$ cat src/rtl/core/pwmsr_pkg.sv
// ----------------------------------------------------------------------------
// PWM soft ramp period setup - shared definitions
// Widths, command codes, limits and the divider request/response types.
// ----------------------------------------------------------------------------
package pwmsr_pkg;

	localparam int FILTER_SHIFT = 3;
	localparam int CLOCK_HZ     = 16000000;

	localparam int DUTY_W    = 10;
	localparam int WORD_W    = 16;
	localparam int ACT_W     = 2;
	localparam int CSEL_W    = 2;
	localparam int DIVOUT_W  = 7;

	localparam int CLK_W     = $clog2(CLOCK_HZ + 1);
	localparam int DIV_NUM_W = (CLK_W > WORD_W + DUTY_W) ? CLK_W : WORD_W + DUTY_W;
	localparam int DIV_DEN_W = WORD_W;
	localparam int DIV_CNT_W = $clog2(DIV_NUM_W);

	localparam logic [ACT_W-1:0] ACT_ENABLE  = 2'd0;
	localparam logic [ACT_W-1:0] ACT_DISABLE = 2'd1;
	localparam logic [ACT_W-1:0] ACT_SETFREQ = 2'd2;

	localparam logic [CSEL_W-1:0] CSEL_DIV1 = 2'd1;
	localparam logic [CSEL_W-1:0] CSEL_DIV8 = 2'd2;

	localparam logic [DIVOUT_W-1:0] DIVIDER_NONE  = 7'd0;
	localparam logic [DIVOUT_W-1:0] DIVIDER_ONE   = 7'd1;
	localparam logic [DIVOUT_W-1:0] DIVIDER_EIGHT = 7'd8;

	localparam logic [DUTY_W-1:0] DUTY_MAX       = 10'd1023;
	localparam logic [WORD_W-1:0] FREQ_MIN       = 16'd50;
	localparam logic [WORD_W-1:0] FREQ_MAX       = 16'd65472;
	localparam logic [WORD_W-1:0] FREQ_DIV8_LIMIT = 16'd122;

	typedef struct packed {
		logic                 start;
		logic [DIV_NUM_W-1:0] num;
		logic [DIV_DEN_W-1:0] den;
	} div_req_t;

	typedef struct packed {
		logic                 busy;
		logic                 done;
		logic [DIV_NUM_W-1:0] quot;
	} div_rsp_t;

endpackage

$ cat src/rtl/core/pwmsr_div.sv
// ----------------------------------------------------------------------------
// PWM soft ramp period setup - serial divider
// Restoring divider, one quotient bit per cycle.
// ----------------------------------------------------------------------------
module pwmsr_div (
	input  logic               clk,
	input  logic               arst_n,
	input  pwmsr_pkg::div_req_t req,
	output pwmsr_pkg::div_rsp_t rsp
);
	import pwmsr_pkg::*;

	logic [DIV_NUM_W-1:0] num_q;
	logic [DIV_DEN_W-1:0] den_q;
	logic [DIV_DEN_W-1:0] rem_q;
	logic [DIV_CNT_W-1:0] cnt_q;
	logic                 busy_q;
	logic                 done_q;
	logic [DIV_DEN_W:0]   trial;
	logic                 fits;

	assign trial = {rem_q, num_q[DIV_NUM_W-1]};
	assign fits  = trial >= {1'b0, den_q};

	always_ff @(posedge clk or negedge arst_n) begin
		if (!arst_n) begin
			busy_q <= 1'b0;
			done_q <= 1'b0;
			cnt_q  <= '0;
		end else begin
			done_q <= 1'b0;
			if (req.start) begin
				busy_q <= 1'b1;
				cnt_q  <= DIV_CNT_W'(DIV_NUM_W - 1);
			end else if (busy_q) begin
				if (cnt_q == '0) begin
					busy_q <= 1'b0;
					done_q <= 1'b1;
				end else begin
					cnt_q <= cnt_q - 1'b1;
				end
			end
		end
	end

	always_ff @(posedge clk) begin
		if (req.start) begin
			num_q <= req.num;
			den_q <= req.den;
			rem_q <= '0;
		end else if (busy_q) begin
			// shift in next dividend bit, subtract where it fits
			if (fits) begin
				rem_q <= DIV_DEN_W'(trial - {1'b0, den_q});
			end else begin
				rem_q <= trial[DIV_DEN_W-1:0];
			end
			num_q <= {num_q[DIV_NUM_W-2:0], fits};
		end
	end

	assign rsp.busy = busy_q;
	assign rsp.done = done_q;
	assign rsp.quot = num_q;

	a_no_restart: assert property (@(posedge clk) disable iff (!arst_n)
		req.start |-> !busy_q)
		else $error("divider restarted while busy");

	a_done_after_busy: assert property (@(posedge clk) disable iff (!arst_n)
		done_q |-> $past(busy_q))
		else $error("divider done without a run");

	a_done_clears: assert property (@(posedge clk) disable iff (!arst_n)
		done_q |-> !busy_q)
		else $error("divider busy and done together");

endmodule

$ cat src/rtl/core/pwm_soft_ramp_period_setup_unit.sv
// ----------------------------------------------------------------------------
// PWM soft ramp period setup unit
// Duty ramp, prescaler and counter top calculation for a PWM timer.
// ----------------------------------------------------------------------------
// One request is taken at a time. Enable and disable requests pass the
// apply and done states to the result; a set-frequency request runs the
// shared serial divider twice (duty recompute against the old top, then
// the new top from the clock rate), one quotient bit per cycle, or once,
// for the new top only, when the old top is zero. A request with an
// unused action code is taken and dropped without a result. The input side
// is ready again as soon as a result has moved to the output register.
module pwm_soft_ramp_period_setup_unit (
	input  logic                             clk,
	input  logic                             arst_n,
	input  logic                             in_valid,
	output logic                             in_ready,
	input  logic [pwmsr_pkg::ACT_W-1:0]      action,
	input  logic [pwmsr_pkg::DUTY_W-1:0]     target_duty,
	input  logic [pwmsr_pkg::WORD_W-1:0]     frequency,
	output logic                             out_valid,
	input  logic                             out_ready,
	output logic [pwmsr_pkg::WORD_W-1:0]     compare_value,
	output logic [pwmsr_pkg::WORD_W-1:0]     period_top,
	output logic [pwmsr_pkg::CSEL_W-1:0]     clock_select,
	output logic [pwmsr_pkg::DIVOUT_W-1:0]   divider_used,
	output logic                             running,
	output logic                             counter_restart
);
	import pwmsr_pkg::*;

	localparam int SUM_W = DUTY_W + FILTER_SHIFT + 1;

	typedef enum logic [2:0] {
		ST_IDLE,
		ST_DUTY_DIV,
		ST_TOP_DIV,
		ST_APPLY,
		ST_DONE
	} state_t;

	state_t                state_q;
	logic [DUTY_W-1:0]     smoothed_q;
	logic [WORD_W-1:0]     top_q;
	logic [WORD_W-1:0]     compare_q;
	logic [CSEL_W-1:0]     presc_q;
	logic                  running_q;
	logic [DUTY_W-1:0]     duty_q;
	logic [WORD_W-1:0]     freq_q;
	logic                  div8_q;
	logic [DIVOUT_W-1:0]   divout_q;

	logic                  out_valid_q;
	logic [WORD_W-1:0]     res_compare_q;
	logic [WORD_W-1:0]     res_top_q;
	logic [CSEL_W-1:0]     res_csel_q;
	logic [DIVOUT_W-1:0]   res_divout_q;
	logic                  res_running_q;

	div_req_t              div_req;
	div_rsp_t              div_rsp;

	logic                  accept;
	logic [WORD_W-1:0]     freq_clamped;
	logic [SUM_W-1:0]      d_scaled;
	logic [SUM_W-1:0]      ramp_sum;
	logic [SUM_W-1:0]      ramp_up;
	logic [SUM_W-1:0]      ramp_down;
	logic [DUTY_W-1:0]     ramp_up_duty;
	logic [DUTY_W-1:0]     ramp_down_duty;
	logic [DUTY_W-1:0]     div_duty;
	logic [DIV_NUM_W-1:0]  quot_m1;
	logic [WORD_W-1:0]     new_top;
	logic [WORD_W+DUTY_W:0] product;
	logic [WORD_W-1:0]     period_den;

	assign in_ready = (state_q == ST_IDLE);
	assign accept   = in_valid && in_ready;

	always_comb begin
		if (frequency < FREQ_MIN) begin
			freq_clamped = FREQ_MIN;
		end else if (frequency > FREQ_MAX) begin
			freq_clamped = FREQ_MAX;
		end else begin
			freq_clamped = frequency;
		end
	end

	assign d_scaled  = (SUM_W'(smoothed_q) << FILTER_SHIFT) - SUM_W'(smoothed_q);
	assign ramp_sum  = d_scaled + SUM_W'(target_duty);
	assign ramp_up   = (ramp_sum >> FILTER_SHIFT) + SUM_W'(smoothed_q < target_duty);
	assign ramp_down = d_scaled >> FILTER_SHIFT;

	assign ramp_up_duty   = (ramp_up > SUM_W'(DUTY_MAX)) ? DUTY_MAX : ramp_up[DUTY_W-1:0];
	assign ramp_down_duty = (ramp_down > SUM_W'(DUTY_MAX)) ? DUTY_MAX :
		ramp_down[DUTY_W-1:0];

	assign div_duty = (div_rsp.quot > DIV_NUM_W'(DUTY_MAX)) ? DUTY_MAX :
		div_rsp.quot[DUTY_W-1:0];

	assign quot_m1 = div_rsp.quot - 1'b1;

	always_comb begin
		if (div_rsp.quot == '0) begin
			new_top = '0;
		end else if (|quot_m1[DIV_NUM_W-1:WORD_W]) begin
			new_top = '1;
		end else begin
			new_top = quot_m1[WORD_W-1:0];
		end
	end

	assign period_den = div8_q ? {freq_q[WORD_W-4:0], 3'b000} : freq_q;
	assign product    = (WORD_W+DUTY_W+1)'(duty_q) * (WORD_W+DUTY_W+1)'({1'b0, top_q} + 1'b1);

	always_comb begin
		div_req.start = 1'b0;
		div_req.num   = DIV_NUM_W'({compare_q, {DUTY_W{1'b0}}});
		div_req.den   = top_q;
		if (accept && action == ACT_SETFREQ && top_q != '0) begin
			div_req.start = 1'b1;
		end else if (state_q == ST_DUTY_DIV && (top_q == '0 || div_rsp.done)) begin
			div_req.start = 1'b1;
			div_req.num   = DIV_NUM_W'(CLOCK_HZ);
			div_req.den   = period_den;
		end
	end

	pwmsr_div u_div (
		.clk    (clk),
		.arst_n (arst_n),
		.req    (div_req),
		.rsp    (div_rsp)
	);

	always_ff @(posedge clk or negedge arst_n) begin
		if (!arst_n) begin
			state_q       <= ST_IDLE;
			smoothed_q    <= '0;
			top_q         <= '0;
			compare_q     <= '0;
			presc_q       <= '0;
			running_q     <= 1'b0;
			duty_q        <= '0;
			freq_q        <= '0;
			div8_q        <= 1'b0;
			divout_q      <= '0;
			out_valid_q   <= 1'b0;
			res_compare_q <= '0;
			res_top_q     <= '0;
			res_csel_q    <= '0;
			res_divout_q  <= '0;
			res_running_q <= 1'b0;
		end else begin
			if (out_valid_q && out_ready && state_q != ST_DONE) begin
				out_valid_q <= 1'b0;
			end
			case (state_q)
				ST_IDLE: begin
					if (accept) begin
						case (action)
							ACT_ENABLE: begin
								duty_q     <= ramp_up_duty;
								smoothed_q <= ramp_up_duty;
								divout_q   <= DIVIDER_NONE;
								state_q    <= ST_APPLY;
							end
							ACT_DISABLE: begin
								duty_q     <= ramp_down_duty;
								smoothed_q <= ramp_down_duty;
								divout_q   <= DIVIDER_NONE;
								state_q    <= ST_APPLY;
							end
							ACT_SETFREQ: begin
								freq_q  <= freq_clamped;
								div8_q  <= freq_clamped < FREQ_DIV8_LIMIT;
								state_q <= ST_DUTY_DIV;
							end
							default: begin
								state_q <= ST_IDLE;
							end
						endcase
					end
				end
				ST_DUTY_DIV: begin
					if (top_q == '0) begin
						duty_q  <= '0;
						state_q <= ST_TOP_DIV;
					end else if (div_rsp.done) begin
						duty_q  <= div_duty;
						state_q <= ST_TOP_DIV;
					end
				end
				ST_TOP_DIV: begin
					if (div_rsp.done) begin
						top_q    <= new_top;
						presc_q  <= div8_q ? CSEL_DIV8 : CSEL_DIV1;
						divout_q <= div8_q ? DIVIDER_EIGHT : DIVIDER_ONE;
						state_q  <= ST_APPLY;
					end
				end
				ST_APPLY: begin
					compare_q <= product[WORD_W+DUTY_W-1:DUTY_W];
					running_q <= duty_q != '0;
					state_q   <= ST_DONE;
				end
				ST_DONE: begin
					// hold until the output register is free
					if (!out_valid_q || out_ready) begin
						out_valid_q   <= 1'b1;
						res_compare_q <= compare_q;
						res_top_q     <= top_q;
						res_csel_q    <= presc_q;
						res_divout_q  <= divout_q;
						res_running_q <= running_q;
						state_q       <= ST_IDLE;
					end
				end
				default: begin
					state_q <= ST_IDLE;
				end
			endcase
		end
	end

	assign out_valid       = out_valid_q;
	assign compare_value   = res_compare_q;
	assign period_top      = res_top_q;
	assign clock_select    = res_csel_q;
	assign divider_used    = res_divout_q;
	assign running         = res_running_q;
	assign counter_restart = 1'b1;

	a_load_from_done: assert property (@(posedge clk) disable iff (!arst_n)
		$rose(out_valid_q) |-> $past(state_q == ST_DONE))
		else $error("result loaded outside completion");

	a_divider_matches_code: assert property (@(posedge clk) disable iff (!arst_n)
		(out_valid_q && res_divout_q != DIVIDER_NONE) |->
		((res_divout_q == DIVIDER_EIGHT && res_csel_q == CSEL_DIV8) ||
		 (res_divout_q == DIVIDER_ONE && res_csel_q == CSEL_DIV1)))
		else $error("divider and prescaler code disagree");

	a_div_done_in_div_state: assert property (@(posedge clk) disable iff (!arst_n)
		div_rsp.done |-> (state_q == ST_DUTY_DIV || state_q == ST_TOP_DIV))
		else $error("divider finished outside a divide step");

	a_div_idle_when_ready: assert property (@(posedge clk) disable iff (!arst_n)
		in_ready |-> !div_rsp.busy)
		else $error("divider busy while taking requests");

endmodule

$ cat config.mk
export PLATFORM = sky130hd
export DESIGN_NAME = pwm_soft_ramp_period_setup_unit
export DESIGN_NICKNAME = d
export VERILOG_FILES = /design/src/rtl/core/pwmsr_pkg.sv /design/src/rtl/core/pwmsr_div.sv /design/src/rtl/core/pwm_soft_ramp_period_setup_unit.sv
export SDC_FILE = /design/constraint.sdc
export NUM_CORES = 1
export LEC_CHECK = 0
export ABC_AREA = 1
export BUFFER_PORTS_ARGS = -buffer_cell sky130_fd_sc_hd__buf_4
export CAP_MARGIN = 15
export CORE_MARGIN = 2
export CORE_UTILIZATION = 60
export DETAILED_ROUTE_END_ITERATION = 7
export MAX_ROUTING_LAYER = met4
export PLACE_DENSITY = 0.78
export SYNTH_ARGS = -nofsm -noshare
export SYNTH_HDL_FRONTEND = slang
export SYNTH_HIERARCHICAL = 1
export SYNTH_SLANG_ARGS = --single-unit
$ cat constraint.sdc
create_clock -name clk -period 6.85 [get_ports clk]
set_input_delay 1.0275 -clock clk [delete_from_list [all_inputs] [get_ports clk]]
set_output_delay 1.0275 -clock clk [all_outputs]
set_load 0.005 [all_outputs]
# After elaboration in Yosys (flattened, before gate mapping)
# Cells that the tools add are included.
# classes
addsub	7
n_mul	1
magnitude_cmp	8
n_eq_ne	14
mux	44
n_reduce_logical	30
# ops
cell	n
$mux W16	6
$mux W10	6
$mux W26	2
$mux W43	1
$mux W42	1
$pmux W10 S2	2
$gt A26 B10 Y1 const B	1
$logic_not A26 Y1	1
$mul A10 B17 Y26	1
$sub A26 B1 Y26 const B	1
$mux W7	3
$add A16 B1 Y17 const B	1
$ge A17 B16 Y1	1
$gt A16 B16 Y1 const B	1
$logic_not A16 Y1	1
$lt A16 B6 Y1 const B	1
$lt A16 B7 Y1 const B	1
$reduce_bool A16 Y1	1
$sub A16 B16 Y16	1
$mux W3	5
$mux W5	3
$pmux W3 S5	1
$add A14 B10 Y14	1
$pmux W7 S2	1
32 further kinds	60
# totals
reg_bits	190
in_bits	32

# Depth between registers and ports, before layout
# Gate-level depths: netlist of the first run.
# depth
depth_word	8
mapped_depth	31

# Cells and area by module
# Netlist of the first run, hierarchy kept.
# by_module_without_submodules
mod	instances	cells_per_inst	area_each_um2
pwm_soft_ramp_period_setup_unit	1	1772	13132.6
pwmsr_div	1	498	3842.4

# Least setup slack after synthesis of the first run
# OpenSTA, ideal clock, no wires.
# synth_timing
kind	flip-flop to flip-flop
startpoint	reg top_q[0]
endpoint	reg compare_q[13]
setup_time_ns	0.126
arrival_time_ns	6.029
required_time_ns	6.724
slack_ns	0.695
stages_incl_launch_ff	30
n_path_buf	0
synth_period_minus_slack_ns	6.155
path_cell_list	dfrtp_1 -> ha_1 -> nand2_2 -> inv_2 -> nand3_4 -> nor3_4 -> nand2_2 -> nor2_2 -> nand2_2 -> nor3_4 -> a21oi_1 -> a21oi_2 -> nand2_1 -> fa_1 -> inv_1 -> fa_1 -> fa_1 -> fa_1 -> inv_1 -> fa_1 -> inv_1 -> ha_1 -> a21oi_1 -> o21ai_0 -> a21oi_1 -> nand3_1 -> a31o_2 -> or2_2 -> nand3_1 -> o21ai_0
# synth_via
elab_chain_len	2
# synth_lines
element	line	text
from (decl)	pwm_soft_ramp_period_setup_unit.sv:43	logic [WORD_W-1:0] top_q;
from (signal assigned)	pwm_soft_ramp_period_setup_unit.sv:196	top_q <= new_top;
$add A16 B1 Y17	pwm_soft_ramp_period_setup_unit.sv:114	assign product = (WORD_W+DUTY_W+1)'(duty_q) * (WORD_W+DUTY_W+1)'({1'b0, top_q} + 1'b1);
$mul A10 B17 Y26	pwm_soft_ramp_period_setup_unit.sv:114	
to (signal assigned)	pwm_soft_ramp_period_setup_unit.sv:203	compare_q <= product[WORD_W+DUTY_W-1:DUTY_W];
to (decl)	pwm_soft_ramp_period_setup_unit.sv:44	logic [WORD_W-1:0] compare_q;
# Every way passes these cells.
# A chain may end at the register's enable or synchronous reset.

# Worst setup path in the final report of the first run
# layout_timing
startpoint	reg top_q[1]
endpoint	reg compare_q[7]
# Same word-level chain as after synthesis.

==> qor.log, run 1 <==
[run_status] result of the run finished, final reports clean
[synthesis] synth warn 6
[clock_network] clock tree from TritonCTS built
[placed_design] count of buffers from port buffering 70
[worst_hold_path] Hold WC Path Type flip-flop to flip-flop
[layout] net count reported at finish 2587
[sta] final cycle utilization of the critical path 94.5%
[worst_setup_path] most prevalent standard cell on the critical path fa_1
[sta] clock period minus worst slack 6.47 ns
[layout] commonest cells after routing, fill and taps aside nand2_1, inv_1, nor2_1, dfrtp_1, fa_1
[drt] wire length on met2 22500 um
[floorplanning] starting utilization of the core area 61.1%
[floorplanning] DIE AREA 29600 sq um
[sta] hold violation count in the final report 0
[global_route] number of antenna violations at the first check in global routing 0
[worst_setup_path] startpoint of the worst-slack reg-to-reg timing path top_q[1]$_DFFE_PN0P_
[global_route] total congestion overflow 0
[flow_run] number of max-cap violations 0
[worst_hold_path] hold-critical path depth 2
[clock_network] worst skew pair latency 0.46 ns
[floorplanning] number of top-level pins 77
[worst_setup_path] Critical Path Max Stage Delay 0.56 ns
[worst_setup_path] kind of start point of the critical path flip-flop
[floorplanning] cell row count 61
[global_route] global-route wire length before repair 79100 um
[worst_hold_path] worst hold endpoint u_div/rem_q[3]$_SDFFE_PP0P_
[worst_setup_path] Worst path slowest cell fa_1
[worst_setup_path] CP Capture Type flip-flop
[drt] Antenna Violating Nets Remaining 0
[clock_network] htree depth 4
[layout] signed area change from the synthesized netlist to the final layout 9.29%
[drt] initial detailed-routing violation count 1279
[drt] highest routed metal layer met4
[worst_setup_path] type of the worst setup path flip-flop to flip-flop
[layout] antenna diode count 0
[floorplanning] core area 27800 sq um
[worst_setup_path] critical path peak fanout 7
[sta] max-slew violation total from the final report 0
[clock_network] hold-fix buffer count after cts 0
[layout] Final Core Density 66.7%
[drt] total wire length 49300 um
[worst_setup_path] worst r2r dst compare_q[7]$_DFFE_PN0P_
[layout] layout cells sized above 1 12.3%
[sta] final number of setup-violating endpoints 0
[placed_design] placed wire-length estimate 39000 um
[sta] actual transition at the worst max-transition pin 1.12 ns
[synthesis] post-synthesis area per instance 7.48 sq um
[worst_setup_path] Data required, critical path 7.18 ns
[drt] number of optimization iterations in the first detailed-route pass 6
[sta] final worst setup slack 0.380 ns
[clock_network] largest buffer count on any clock path 2
[layout] commonest non-fill, non-tap cell in the layout nand2_1
[sta] Worst Skew 0.0145 ns
[drt] routed length per placed instance 18.1 um
[placed_design] post-placement worst setup slack 0.186 ns
[drt] met1 wire length 20600 um
[clock_network] CTS Buf Count 17
[synthesis] Synth Cell Area 17000 sq um
[global_route] vias in the first global route 14800
[worst_hold_path] hold_sp u_div/rem_q[3]$_SDFFE_PP0P_
[clock_network] clk root buf clkbuf_16
[clock_network] clock edge transition at the registers on the reported setup and hold paths 0.08 ns
[global_route] All-Layer GR Usage 36.1%
[floorplanning] die outline height 172 um
[drt] detailed-routed wire length on met3 3510 um
[sta] highest clock frequency the design can meet 0.155 GHz
[worst_setup_path] FF-to-FF setup slack 0.38 ns
[drt] via/cell ratio 5.59
[worst_setup_path] number of cells traversed by the worst register-to-register path 28
[sta] worst slew margin relative to its limit 25.1%
[global_route] pin count of the biggest net entering global routing 63
[floorplanning] chip width 172 um
[clock_network] clk sinks 180
[drt] number of remaining DRC errors 0
[worst_setup_path] arrival time at the worst endpoint 6.80 ns
[synthesis] gate count after technology mapping 2269
[drt] total via count after detailed routing 15200
[placed_design] last weighted congestion value of the routability-driven placer 1.01
layout make-up:
class / count / area, sq um
multi-input cells: 1645 / 10600
fillers: 2459 / 9240
flip-flops and latches: 180 / 4640
inverters: 395 / 1480
repair buffers: 93 / 718
well taps: 378 / 473
clock buffers: 17 / 425
clock inverters: 15 / 186
how the worst max path moves through the flow:
| stage | start | end | slack, ns |
|---|---|---|---|
| 6_report | top_q[1]$_DFFE_PN0P_ | compare_q[7]$_DFFE_PN0P_ | 0.38 |
| 5_1_grt | top_q[0]$_DFFE_PN0P_ | compare_q[13]$_DFFE_PN0P_ | -0.03 |
| 4_1_cts | top_q[0]$_DFFE_PN0P_ | compare_q[9]$_DFFE_PN0P_ | 0.14 |
| 3_5_place_dp | top_q[0]$_DFFE_PN0P_ | compare_q[9]$_DFFE_PN0P_ | 0.19 |
| 3_3_place_gp | top_q[0]$_DFFE_PN0P_ | compare_q[8]$_DFFE_PN0P_ | 0.41 |
| 2_1_floorplan | top_q[0]$_DFFE_PN0P_ | compare_q[13]$_DFFE_PN0P_ | 0.69 |
per-layer routing:
| metal | vias to the layer above | GRT usage, % |
|---|---|---|
| li1 | 7213 | - |
| met1 | 7257 | 46.0 |
| met2 | 638 | 56.5 |
| met3 | 120 | 6.25 |
| met4 | 0 | 17.1 |
| met5 | - | - |
registers in the layout, indices dropped and copies added (netlist names):
| register | cells |
|---|---|
| clock_select | 2 |
| compare_q | 16 |
| compare_value | 16 |
| div8_q | 1 |
| divider_used | 2 |
| divout_q | 2 |
| duty_q | 10 |
| freq_q | 16 |
| out_valid | 1 |
| period_top | 16 |
| presc_q | 2 |
| running | 1 |
| running_q | 1 |
| smoothed_q | 10 |
| state_q | 3 |
| top_q | 16 |
| u_div/busy_q | 1 |
| u_div/cnt_q | 5 |
| u_div/den_q | 16 |
| u_div/done_q | 1 |
| u_div/num_q | 26 |
| u_div/rem_q | 16 |
worst max-delay path, delay by kind of cell (launching register included):
family                   cells  cell delay, ns
buffers and inverters        6            0.55
AO/OA/AOI/OAI                6            0.95
AND/OR/NAND/NOR              9            1.27
adder cells (fa/ha/maj)      6            3.00
XOR/XNOR                     1            0.17
flip-flops                   1            0.38
stage by stage:
step / hold slack (ns) / area [sq um] / std cells / setup TNS [ns]
final: 0.479 / 18500 / 2723 / 0
after CTS: 0.477 / 18500 / 2721 / 0
after detailed placement: 0.465 / 17900 / 2689 / 0
after global routing: 0.497 / 18500 / 2723 / -0.0294
after floorplan: 0.445 / 17000 / 2283 / 0
after global placement: 0.460 / 17900 / 2689 / 0
repair_timing:
item                                    4_1_cts  5_1_grt
resized for setup                             0       11
endpoints found under the hold margin         0        0
endpoints found under the setup margin        0       11
setup buffers                                 0        1
Power of run 1 is left out: the tool's default activity adds up to more than one toggle a clock period on the data nets, which glitch-free logic cannot reach.
==> run 2, diff against run 1 <==
- ABC_AREA: 1 -> not set
- TNS_END_PERCENT: not set -> 10
==> qor.log, run 2 <==
[synthesis] synth warn 6 [unchanged]
[worst_setup_path] Worst path slowest cell fa_1 [unchanged]
[floorplanning] starting utilization of the core area 61.4% [was 61.1%]
[worst_hold_path] hold_sp presc_q[0]$_DFFE_PN0P_ [was u_div/rem_q[3]$_SDFFE_PP0P_]
[global_route] global-route wire length before repair 61200 um [was 79100 um]
[sta] worst slew margin relative to its limit 25.4% [was 25.1%]
[synthesis] gate count after technology mapping 1637 [was 2269]
[clock_network] largest buffer count on any clock path 2 [unchanged]
[floorplanning] DIE AREA 27200 sq um [was 29600 sq um]
[drt] number of remaining DRC errors 0 [unchanged]
[worst_setup_path] Buffers & Inverters on Critical Path 7 [was 6]
[placed_design] count of buffers from port buffering 70 [unchanged]
[synthesis] Synth Cell Area 15500 sq um [was 17000 sq um]
[layout] signed area change from the synthesized netlist to the final layout 12.6% [was 9.29%]
[worst_setup_path] critical path peak fanout 4 [was 7]
[layout] layout cells sized above 1 15.8% [was 12.3%]
[worst_hold_path] hold-critical path depth 2 [unchanged]
[drt] initial detailed-routing violation count 957 [was 1279]
[worst_hold_path] Hold WC Path Type flip-flop to flip-flop [unchanged]
[sta] Worst Skew 0.0140 ns [was 0.0145 ns]
[pwr] PD cells 510 nW/um^2
[placed_design] last weighted congestion value of the routability-driven placer 0.931 [was 1.01]
[sta] actual transition at the worst max-transition pin 1.12 ns [about the same]
[worst_setup_path] Data required, critical path 7.18 ns [about the same]
[synthesis] post-synthesis area per instance 9.48 sq um [was 7.48 sq um]
[sta] max-slew violation total from the final report 0 [unchanged]
[global_route] number of antenna violations at the first check in global routing 1 [was 0]
[sta] clock period minus worst slack 6.64 ns [was 6.47 ns]
[drt] Antenna Violating Nets Remaining 0 [unchanged]
[clock_network] clk sinks 180 [unchanged]
[global_route] All-Layer GR Usage 29.7% [was 36.1%]
[clock_network] clock tree from TritonCTS built [unchanged]
[flow_run] number of max-cap violations 0 [unchanged]
[clock_network] htree depth 4 [unchanged]
[pwr] worst supply voltage drop on vdd 0.000501 V
[clock_network] clock edge transition at the registers on the reported setup and hold paths 0.08 ns [about the same]
[sta] Min Hold Slack 0.482 ns [was 0.479 ns]
[layout] Top reg by flops u_div/num_q [unchanged]
[sta] final number of setup-violating endpoints 0 [unchanged]
[worst_setup_path] CP Capture Type flip-flop [unchanged]
[floorplanning] die outline height 165 um [was 172 um]
[worst_setup_path] startpoint of the worst-slack reg-to-reg timing path top_q[2]$_DFFE_PN0P_ [was top_q[1]$_DFFE_PN0P_]
[global_route] total congestion overflow 0 [unchanged]
[worst_setup_path] arrival time at the worst endpoint 6.96 ns [was 6.80 ns]
[global_route] vias in the first global route 12300 [was 14800]
[floorplanning] chip width 165 um [was 172 um]
[worst_setup_path] kind of start point of the critical path flip-flop [unchanged]
[placed_design] placed instance count 2019 [was 2689]
[clock_network] clk root buf clkbuf_16 [unchanged]
[drt] routed length per placed instance 18.3 um [was 18.1 um]
[drt] total via count after detailed routing 12300 [was 15200]
[floorplanning] number of top-level pins 77 [unchanged]
[worst_hold_path] worst hold endpoint presc_q[0]$_DFFE_PN0P_ [was u_div/rem_q[3]$_SDFFE_PP0P_]
[layout] Finished Layout Cells 2069 [was 2723]
[worst_setup_path] gate family responsible for the most delay along the worst path adder cells [unchanged]
[sta] hold violation count in the final report 0 [unchanged]
[run_status] result of the run finished, final reports clean [unchanged]
[floorplanning] core area 25300 sq um [was 27800 sq um]
[worst_setup_path] worst r2r dst compare_q[10]$_DFFE_PN0P_ [was compare_q[7]$_DFFE_PN0P_]
[pwr] P_leak 8.69 nW
[sta] total negative slack 0 ns [unchanged]
[layout] net count reported at finish 1980 [was 2587]
[drt] total wire length 37900 um [was 49300 um]
[layout] number of flip-flops in the largest register 26 [unchanged]
[worst_setup_path] number of cells traversed by the worst register-to-register path 25 [was 28]
[sta] final cycle utilization of the critical path 96.9% [was 94.5%]
[clock_network] CTS Buf Count 17 [unchanged]
[placed_design] placed instance area 16500 sq um [was 17900 sq um]
[global_route] pin count of the biggest net entering global routing 63 [unchanged]
[floorplanning] cell row count 58 [was 61]
[drt] number of optimization iterations in the first detailed-route pass 6 [unchanged]
[layout] commonest cells after routing, fill and taps aside nand2_1, inv_1, buf_4, fa_1, dfrtp_1 [was nand2_1, inv_1, nor2_1, dfrtp_1, fa_1]
[clock_network] worst skew pair latency 0.44 ns [was 0.46 ns]
[placed_design] placed wire-length estimate 28200 um [was 39000 um]
[worst_setup_path] Critical Path Max Stage Delay 0.55 ns [was 0.56 ns]
[drt] via/cell ratio 5.96 [was 5.59]
[layout] post-route cell area 17500 sq um [was 18500 sq um]
[sta] highest clock frequency the design can meet 0.151 GHz [was 0.155 GHz]
[worst_setup_path] critical path launch point top_q[2]$_DFFE_PN0P_ [was top_q[1]$_DFFE_PN0P_]
[worst_setup_path] type of the worst setup path flip-flop to flip-flop [unchanged]
[layout] commonest non-fill, non-tap cell in the layout nand2_1 [unchanged]
[worst_setup_path] FF-to-FF setup slack 0.21 ns [was 0.38 ns]
[run 2: report_power, final]
part	total, mW	leakage (nW)	switching [mW]	internal, mW
registers	2.17	2.16	0.540	1.63
clock network	0.996	0.298	0.485	0.511
logic	5.74	6.23	3.23	2.51
total	8.91	8.69	4.26	4.65
[run 2: what timing repair did]
item | 4_1_cts | 5_1_grt
resized for setup | 10 | 27
cloned | 0 | 0
setup endpoints to repair | 7 | 8
pin swaps | 1 | 10
buffers inserted | 0 | 16
hold buffers | 0 | 0
[run 2: routing by layer]
metal  up-vias  global-route usage (%)  routed length [um]
li1       5728                       -                   -
met1      6098                    37.9               16100
met2       408                    48.6               18600
met3        93                    4.60                1990
met4         0                    10.5                1210
met5         -                       -                   0
[run 2: layout make-up]
class	count	area, sq um
diodes	1	2.50
clock buffers	18	450
clock inverters	14	154
fillers	1934	7790
inverters	168	631
multi-input cells	1233	10200
flip-flops and latches	180	4640
well taps	330	413
repair buffers	125	962
[run 2: worst max path at each step]
| stage | endpoint | slack [ns] | cells after the start |
|---|---|---|---|
| finish | compare_q[10]$_DFFE_PN0P_ | 0.21 | 25 |
| floorplan | compare_q[14]$_DFFE_PN0P_ | 0.13 | 26 |
| CTS | compare_q[14]$_DFFE_PN0P_ | 0.002 | 25 |
| global route | compare_q[14]$_DFFE_PN0P_ | -0.04 | 23 |
| detailed placement | compare_q[14]$_DFFE_PN0P_ | -0.22 | 22 |
| global placement | compare_q[14]$_DFFE_PN0P_ | -0.03 | 22 |
[run 2: through the flow]
stage / total power, mW / worst slack, ns / utilization (%)
3_5_place_dp: 7.71 / -0.222 / 65.3
3_3_place_gp: 7.51 / -0.0348 / 65.3
5_1_grt: 9.71 / -0.0384 / 69.2
6_report: 8.91 / 0.211 / 69.2
2_1_floorplan: 6.26 / 0.135 / -
4_1_cts: 8.76 / 0.00196 / 67.9
[run 2: worst min-delay path: stages, from the launching register on]
cell and delay [ns]:
dfrtp_1 0.34, nand2_1 0.05, o21ai_0 0.06
Note: power is estimated with default switching activity, not from simulation.
